==> config.mk <==
export PLATFORM = sky130hd
export DESIGN_NAME = cpf_check_digit_validator_unit
export DESIGN_NICKNAME = d
export VERILOG_FILES = /design/src/rtl/cpf_pkg.sv /design/src/rtl/cpf_acc.sv /design/src/rtl/cpf_verdict.sv /design/src/rtl/cpf_check_digit_validator_unit.sv
export SDC_FILE = /design/constraint.sdc
export NUM_CORES = 1
export LEC_CHECK = 0
export BUFFER_PORTS_ARGS = -buffer_cell sky130_fd_sc_hd__clkbuf_2
export CAP_MARGIN = 20
export CORE_MARGIN = 1.5
export CORE_UTILIZATION = 50
export CTS_CLUSTER_DIAMETER = 60
export CTS_CLUSTER_SIZE = 30
export DETAILED_ROUTE_END_ITERATION = 12
export GPL_ROUTABILITY_DRIVEN = 0
export PLACE_DENSITY = 0.67
export SLEW_MARGIN = 5
export SYNTH_ARGS = -nofsm -noshare
export SYNTH_HDL_FRONTEND = slang
export SYNTH_SLANG_ARGS = --single-unit
==> constraint.sdc <==
create_clock -name i_clk -period 21.9 [get_ports i_clk]
set_input_delay 4.38 -clock i_clk [delete_from_list [all_inputs] [get_ports i_clk]]
set_output_delay 4.38 -clock i_clk [all_outputs]
set_load 0.02 [all_outputs]
==> src/rtl/cpf_pkg.sv <==
`timescale 1ns / 1ps
`default_nettype none
// ----------------------------------------------------------------------------
// cpf_pkg
// types, constants and the mod-11 check helper shared by the taxpayer number
// check digit validator
// ----------------------------------------------------------------------------
package cpf_pkg;

    localparam int unsigned DIGIT_W   = 4;
    localparam int unsigned NUM_DIGITS_I = 11;
    localparam int unsigned BCD_W     = DIGIT_W * NUM_DIGITS_I;

    localparam logic [3:0] NUM_DIGITS = 4'd11;
    localparam logic [3:0] PLAIN_LEN  = 4'd11;
    localparam logic [3:0] PUNCT_LEN  = 4'd14;
    localparam logic [3:0] COUNT_MAX  = 4'd15;
    localparam logic [3:0] DOT_POS_A  = 4'd3;
    localparam logic [3:0] DOT_POS_B  = 4'd7;
    localparam logic [3:0] DASH_POS   = 4'd11;
    localparam logic [3:0] SUM1_TERMS = 4'd9;
    localparam logic [3:0] SUM2_TERMS = 4'd10;
    localparam logic [3:0] W1_TOP     = 4'd10;
    localparam logic [3:0] W2_TOP     = 4'd11;
    localparam logic [3:0] TENTH_IDX  = 4'd9;
    localparam logic [3:0] ELEVEN_IDX = 4'd10;

    localparam logic [7:0] CHAR_ZERO = 8'h30;
    localparam logic [7:0] CHAR_NINE = 8'h39;
    localparam logic [7:0] CHAR_DOT  = 8'h2E;
    localparam logic [7:0] CHAR_DASH = 8'h2D;

    localparam logic [2:0] ST_OK        = 3'd0;
    localparam logic [2:0] ST_BAD_LEN   = 3'd1;
    localparam logic [2:0] ST_BAD_CHAR  = 3'd2;
    localparam logic [2:0] ST_ALL_EQUAL = 3'd3;
    localparam logic [2:0] ST_CHECK_ONE = 3'd4;
    localparam logic [2:0] ST_CHECK_TWO = 3'd5;

    // reciprocal of 11 scaled by 2^14, exact quotient for sums below 1024
    localparam logic [10:0] MOD_RECIP = 11'd1490;
    localparam logic [3:0]  ELEVEN    = 4'd11;

    typedef struct packed {
        logic [7:0] character;
        logic       last_char;
    } t_cpf_in;

    typedef struct packed {
        logic             is_valid;
        logic [2:0]       status;
        logic [BCD_W-1:0] digits_bcd;
    } t_cpf_out;

    typedef struct packed {
        logic [3:0]       char_count;
        logic             plain_ok;
        logic             punct_ok;
        logic             all_same;
        logic [8:0]       sum_one;
        logic [9:0]       sum_two;
        logic [3:0]       tenth;
        logic [3:0]       eleventh;
        logic [BCD_W-1:0] digits;
    } t_cpf_tally;

    function automatic logic [3:0] check_from_sum(input logic [9:0] sum);
        logic [20:0] prod;
        logic [6:0]  quot;
        logic [9:0]  rem;
        prod = 21'(sum) * 21'(MOD_RECIP);
        quot = prod[20:14];
        rem  = sum - 10'(quot * 7'(ELEVEN));
        check_from_sum = (rem < 10'd2) ? 4'd0 : 4'(10'(ELEVEN) - rem);
    endfunction

endpackage
`default_nettype wire

==> src/rtl/cpf_acc.sv <==
`timescale 1ns / 1ps
`default_nettype none
// ----------------------------------------------------------------------------
// cpf_acc
// running state: form checks by position, digit capture and the two
// weighted sums; gives the updated tally for the character in hand
// ----------------------------------------------------------------------------
module cpf_acc (
    input  wire logic                i_clk,
    input  wire logic                i_rst_n,
    input  wire logic                i_fire,
    input  wire cpf_pkg::t_cpf_in    i_item,
    output cpf_pkg::t_cpf_tally      o_tally
);
    import cpf_pkg::*;

    logic [3:0]       r_char_count, n_char_count;
    logic [3:0]       r_digit_count, n_digit_count;
    logic             r_plain_ok, n_plain_ok;
    logic             r_punct_ok, n_punct_ok;
    logic [3:0]       r_first, n_first;
    logic             r_all_same, n_all_same;
    logic [8:0]       r_sum_one, n_sum_one;
    logic [9:0]       r_sum_two, n_sum_two;
    logic [3:0]       r_tenth, n_tenth;
    logic [3:0]       r_eleventh, n_eleventh;
    logic [BCD_W-1:0] r_digits, n_digits;

    logic       is_digit;
    logic       take;
    logic       punct_char_ok;
    logic [3:0] digit;
    logic [3:0] w_one;
    logic [3:0] w_two;

    always_comb begin
        is_digit = (i_item.character >= CHAR_ZERO) && (i_item.character <= CHAR_NINE);
        digit    = i_item.character[3:0];
        take     = is_digit && (r_digit_count < NUM_DIGITS);
        w_one    = W1_TOP - r_digit_count;
        w_two    = W2_TOP - r_digit_count;

        if (r_char_count >= PUNCT_LEN) begin
            punct_char_ok = 1'b0;
        end else if ((r_char_count == DOT_POS_A) || (r_char_count == DOT_POS_B)) begin
            punct_char_ok = (i_item.character == CHAR_DOT);
        end else if (r_char_count == DASH_POS) begin
            punct_char_ok = (i_item.character == CHAR_DASH);
        end else begin
            punct_char_ok = is_digit;
        end

        n_plain_ok   = r_plain_ok && (r_char_count < PLAIN_LEN) && is_digit;
        n_punct_ok   = r_punct_ok && punct_char_ok;
        n_char_count = (r_char_count < COUNT_MAX) ? r_char_count + 4'd1 : r_char_count;

        n_first       = r_first;
        n_all_same    = r_all_same;
        n_sum_one     = r_sum_one;
        n_sum_two     = r_sum_two;
        n_tenth       = r_tenth;
        n_eleventh    = r_eleventh;
        n_digits      = r_digits;
        n_digit_count = r_digit_count;
        if (take) begin
            if (r_digit_count == 4'd0) begin
                n_first = digit;
            end else if (digit != r_first) begin
                n_all_same = 1'b0;
            end
            if (r_digit_count < SUM1_TERMS) begin
                n_sum_one = r_sum_one + 9'(8'(digit) * 8'(w_one));
            end
            if (r_digit_count < SUM2_TERMS) begin
                n_sum_two = r_sum_two + 10'(8'(digit) * 8'(w_two));
            end
            if (r_digit_count == TENTH_IDX) begin
                n_tenth = digit;
            end
            if (r_digit_count == ELEVEN_IDX) begin
                n_eleventh = digit;
            end
            n_digits      = {r_digits[BCD_W-DIGIT_W-1:0], digit};
            n_digit_count = r_digit_count + 4'd1;
        end

        o_tally.char_count = n_char_count;
        o_tally.plain_ok   = n_plain_ok;
        o_tally.punct_ok   = n_punct_ok;
        o_tally.all_same   = n_all_same;
        o_tally.sum_one    = n_sum_one;
        o_tally.sum_two    = n_sum_two;
        o_tally.tenth      = n_tenth;
        o_tally.eleventh   = n_eleventh;
        o_tally.digits     = n_digits;
    end

    always_ff @(posedge i_clk) begin
        if (!i_rst_n || (i_fire && i_item.last_char)) begin
            r_char_count  <= '0;
            r_digit_count <= '0;
            r_plain_ok    <= 1'b1;
            r_punct_ok    <= 1'b1;
            r_first       <= '0;
            r_all_same    <= 1'b1;
            r_sum_one     <= '0;
            r_sum_two     <= '0;
            r_tenth       <= '0;
            r_eleventh    <= '0;
            r_digits      <= '0;
        end else if (i_fire) begin
            r_char_count  <= n_char_count;
            r_digit_count <= n_digit_count;
            r_plain_ok    <= n_plain_ok;
            r_punct_ok    <= n_punct_ok;
            r_first       <= n_first;
            r_all_same    <= n_all_same;
            r_sum_one     <= n_sum_one;
            r_sum_two     <= n_sum_two;
            r_tenth       <= n_tenth;
            r_eleventh    <= n_eleventh;
            r_digits      <= n_digits;
        end
    end

    a_clear_after_last: assert property (@(posedge i_clk) disable iff (!i_rst_n)
        (i_fire && i_item.last_char) |=> (r_char_count == 4'd0 && r_digit_count == 4'd0))
        else $error("tally not cleared after final character");

    a_digits_within_chars: assert property (@(posedge i_clk) disable iff (!i_rst_n)
        (r_digit_count <= r_char_count) && (r_digit_count <= NUM_DIGITS))
        else $error("digit count out of step with character count");

endmodule
`default_nettype wire

==> src/rtl/cpf_verdict.sv <==
`timescale 1ns / 1ps
`default_nettype none
// ----------------------------------------------------------------------------
// cpf_verdict
// length, character, all-equal and mod-11 checks on the final tally
// ----------------------------------------------------------------------------
module cpf_verdict (
    input  wire cpf_pkg::t_cpf_tally i_tally,
    output cpf_pkg::t_cpf_out        o_result
);
    import cpf_pkg::*;

    logic [2:0] status;
    logic [3:0] check_one;
    logic [3:0] check_two;

    always_comb begin
        check_one = check_from_sum({1'b0, i_tally.sum_one});
        check_two = check_from_sum(i_tally.sum_two);

        if (i_tally.char_count == PLAIN_LEN) begin
            status = i_tally.plain_ok ? ST_OK : ST_BAD_CHAR;
        end else if (i_tally.char_count == PUNCT_LEN) begin
            status = i_tally.punct_ok ? ST_OK : ST_BAD_CHAR;
        end else begin
            status = ST_BAD_LEN;
        end

        if (status == ST_OK) begin
            if (i_tally.all_same) begin
                status = ST_ALL_EQUAL;
            end else if (i_tally.tenth != check_one) begin
                status = ST_CHECK_ONE;
            end else if (i_tally.eleventh != check_two) begin
                status = ST_CHECK_TWO;
            end
        end

        o_result.is_valid   = (status == ST_OK);
        o_result.status     = status;
        o_result.digits_bcd = ((status == ST_BAD_LEN) || (status == ST_BAD_CHAR)) ?
                              '0 : i_tally.digits;
    end

endmodule
`default_nettype wire

==> src/rtl/cpf_check_digit_validator_unit.sv <==
`timescale 1ns / 1ps
`default_nettype none
// ----------------------------------------------------------------------------
// cpf_check_digit_validator_unit
// taxpayer number check digit validator: one character per transaction,
// one verdict transaction on the final character
//
//   channel  direction  handshake                  payload
//   in       sink       i_in_valid / o_in_ready    i_in_data  (t_cpf_in)
//   out      source     o_out_valid / i_out_ready  o_out_data (t_cpf_out)
//
// one character per cycle unless a final character waits on a held result;
// its verdict is registered via the input register, then the result register
// the tally update and the mod-11 checks sit between those two registers
// synchronous active-low reset empties both registers and clears the tally
// only a final character waits on a held result; others pass straight on
// ----------------------------------------------------------------------------
module cpf_check_digit_validator_unit (
    input  wire logic               i_clk,
    input  wire logic               i_rst_n,
    input  wire logic               i_in_valid,
    output logic                    o_in_ready,
    input  wire cpf_pkg::t_cpf_in   i_in_data,
    output logic                    o_out_valid,
    input  wire logic               i_out_ready,
    output cpf_pkg::t_cpf_out       o_out_data
);
    import cpf_pkg::*;

    logic       r_s1_valid;
    t_cpf_in    r_s1;
    logic       r_out_valid;
    t_cpf_out   r_out;

    logic       out_free;
    logic       s1_fire;
    logic       in_fire;
    t_cpf_tally tally;
    t_cpf_out   verdict;

    assign out_free   = !r_out_valid || i_out_ready;
    assign s1_fire    = r_s1_valid && (!r_s1.last_char || out_free);
    assign o_in_ready = !r_s1_valid || s1_fire;
    assign in_fire    = i_in_valid && o_in_ready;

    cpf_acc u_acc (
        .i_clk   (i_clk),
        .i_rst_n (i_rst_n),
        .i_fire  (s1_fire),
        .i_item  (r_s1),
        .o_tally (tally)
    );

    cpf_verdict u_verdict (
        .i_tally  (tally),
        .o_result (verdict)
    );

    always_ff @(posedge i_clk) begin
        if (!i_rst_n) begin
            r_s1_valid <= 1'b0;
        end else if (in_fire) begin
            r_s1_valid <= 1'b1;
        end else if (s1_fire) begin
            r_s1_valid <= 1'b0;
        end
    end

    always_ff @(posedge i_clk) begin
        if (in_fire) begin
            r_s1 <= i_in_data;
        end
    end

    always_ff @(posedge i_clk) begin
        if (!i_rst_n) begin
            r_out_valid <= 1'b0;
        end else if (s1_fire && r_s1.last_char) begin
            r_out_valid <= 1'b1;
        end else if (i_out_ready) begin
            r_out_valid <= 1'b0;
        end
    end

    always_ff @(posedge i_clk) begin
        if (s1_fire && r_s1.last_char) begin
            r_out <= verdict;
        end
    end

    assign o_out_valid = r_out_valid;
    assign o_out_data  = r_out;

    a_valid_matches_status: assert property (@(posedge i_clk) disable iff (!i_rst_n)
        r_out_valid |-> (r_out.is_valid == (r_out.status == ST_OK)))
        else $error("is_valid disagrees with status");

    a_rejected_digits_zero: assert property (@(posedge i_clk) disable iff (!i_rst_n)
        (r_out_valid && ((r_out.status == ST_BAD_LEN) || (r_out.status == ST_BAD_CHAR)))
        |-> (r_out.digits_bcd == '0))
        else $error("digits shown for a malformed number");

    a_last_waits_on_result: assert property (@(posedge i_clk) disable iff (!i_rst_n)
        (r_s1_valid && r_s1.last_char && r_out_valid && !i_out_ready) |=> r_s1_valid)
        else $error("final character dropped while result held");

endmodule
`default_nettype wire
==> qor.yml <==
status: "completed"
min_period_over_period: 0.614
crit_fanout: 13
path_buf_inv: 8
synth_xor_area_frac: 0.0398
drt_iter0_drc: 573
cpLargestDelayFamily: "adder cells"
internal_power_uw: 652
cp_slowest_cell: "xnor2_1"
detail_route.first_pass.iterations: 5
path_clk_slew_ns: 0.06
grt_busiest_layer: "met2"
yosysUniqueCellTypes: 73
synthMuxAreaShare: 0.0218
grtUsageTotal: 0.210
ios: 63
worstSetupEndpointType: "register"
worst_slew_pin_slew_ns: 0.988
die_area_um2: 26700
core_um2: 25200
report.final.slew_viol_count: 0
synth_async_sr_flop_share: 0
synthSimpleGateAreaFrac: 0.138
wire_per_inst_um: 14.5
register_area_um2: 3470
switching_power_uw: 423
syn_inst: 1446
overflow: 0
ir_drop_uv: 103
clockPowerShare: 0.263
min_path_type: "reg -> reg"
vias: 9684
die_h_um: 163
finalHoldViolCount: 0
synth.yosys.seq_area_share: 0.270
critPathArrivalTime_ns: 13.58
grt_antenna_before_repair: 0
period_needed_ns: 13.44
ant_nets: 0
post-cts-setup-buffers: 0
leakage_uw: 0.00674
layout_commonest_cell: "nand2_1"
cts_hold_buf: 0
portBuffers: 62
synth_compound_area_frac: 0.126
cts_tree: "yes"
synthAdderAreaFrac: 0.324
max_slew_margin: 0.341
netSwitchingFraction: 0.393
pwr-share-comb: 0.467
cts_num_sinks: 145
met3_usage: 0.0307
ctsResizeCount: 0
fillers: 2271
layout_common_cells: "232 x nand2_1, 216 x inv_1, 198 x ha_1"
rsz0062_at_grt: "false"
cp.required_ns: 22.04
synth_top_flop_cell: "dfxtp_1"
vias_per_cell: 5.31
setup-violations-final: 0
cap_violations: 0
avgSynthCellArea_um2: 8.88
cts-root-buf: "clkbuf_16"
syn-cell-area_um2: 12800
setup_tns_ns: 0
synth_warnings: 0
post-route-drc-count: 0
die_x_um: 163
synth_edf_count: 57
clockBufferDepth: 2
ys_ff_latch: 145
met2_usage: 0.356
power_frac_seq: 0.269
grt_pass1_wl_um: 45200
slowest_delay_ns: 0.67
finClkSkew_ns: 0.0118
power.density_nw_per_um2: 76.6
cts_inserted_buffers: 17
critPathLaunchType: "register"
grt_pass1_vias: 9539
antenna_cells: 0
synth_top_family_by_area: "adder cells"
area_growth_pct: 9.26
clock_latency_ns: 0.43
whs_ns: 0.460
drive_gt1_frac: 0.0903
gr-usage-met1: 0.284
synthesis.nets: 1741
post-dp-hpwl_um: 19600
fmaxAchievable_mhz: 74.4
grt_max_degree: 73
wirelength_um: 26500
std_cell_rows: 58
htree_levels: 4
start_util: 0.510
multi_input_area_um2: 8360
worst-setup-path-type: "reg -> reg"
nNetsFinal: 1777
## Yosys cell counts, types with 14 or more instances
cell type,number,area [um2]
fa_1,84,1680
dfxtp_1,88,1760
and2_1,14,87.6
inv_1,217,815
o21ai_0,31,155
a21oi_1,148,741
edfxtp_1,57,1710
nand2_1,233,875
clkbuf_1,47,176
xor2_1,17,149
a211oi_1,22,165
nor2b_1,15,93.8
mux2i_1,21,210
nor2_1,68,255
xnor2_1,35,307
ha_1,198,2480
## power by group through the flow
stage / Combinational (uW) / Clock, uW / Sequential, uW
2_1_floorplan: 406 / 0 / 294
3_3_place_gp: 490 / 0 / 295
3_5_place_dp: 502 / 0 / 296
4_1_cts: 507 / 288 / 290
5_1_grt: 581 / 297 / 290
6_report: 502 / 283 / 290
## per-stage QoR
| stage | cells | total power, uW | util | instance area, um2 | setup slack, ns |
|---|---|---|---|---|---|
| 2_1_floorplan | 1446 | 701 | - | 12800 | 9.82 |
| 3_3_place_gp | 1792 | 785 | 0.534 | 13400 | 8.97 |
| 3_5_place_dp | 1792 | 797 | 0.534 | 13400 | 8.59 |
| 4_1_cts | 1824 | 1080 | 0.556 | 14000 | 8.54 |
| 5_1_grt | 1825 | 1170 | 0.557 | 14000 | 7.51 |
| 6_report | 1825 | 1070 | 0.557 | 14000 | 8.46 |
## logic make-up after synthesis
group / count (synthesis)
muxes: 27
DFF: 145
AOI/OAI and AO/OA: 267
adders and majority gates: 282
xor gates and xnor gates: 55
buffers and inverters: 273
and+or+nand+nor: 397
## area by class of cell
type / instances / area share
multi-input combinational: 1028 / 0.595
inverter: 218 / 0.0583
timing repair buffer: 72 / 0.0284
tap: 330 / 0.0294
clock inverter: 15 / 0.0107
clock buffer: 17 / 0.0303
sequential: 145 / 0.248
## sequential cells by signal, summed over array words and instances, names as in the netlist
register,flops
o_out_data,48
u_acc.r_digits,44
u_acc.r_sum_two,10
r_s1,9
u_acc.r_sum_one,9
u_acc.r_char_count,4
u_acc.r_digit_count,4
u_acc.r_eleventh,4
u_acc.r_first,4
u_acc.r_tenth,4
o_out_valid,1
r_s1_valid,1
u_acc.r_all_same,1
u_acc.r_plain_ok,1
u_acc.r_punct_ok,1
## layer usage
layer	routed length, um	share of wire
met5	0	0
met4	306	0.012
met3	952	0.036
met2	12700	0.48
met1	12500	0.47
## tightest hold or removal path, delay by kind of cell (launching register included)
kind | cells | cell delay [ns]
AOI/OAI and AO/OA | 1 | 0.05
and+or+nand+nor | 1 | 0.05
DFF | 1 | 0.31
## worst paths after layout
path | start | depth (start not counted) | end | slack, ns
min reg2reg | u_acc.r_digits[40] | 2 | u_acc.r_digits[40] | 0.46
min | u_acc.r_digits[40] | 2 | u_acc.r_digits[40] | 0.46
max | u_acc.r_digit_count[0] | 50 | o_out_data[46] | 8.46
max reg2reg | u_acc.r_digit_count[0] | 50 | o_out_data[46] | 8.46
(Power assumes the default switching activity.)
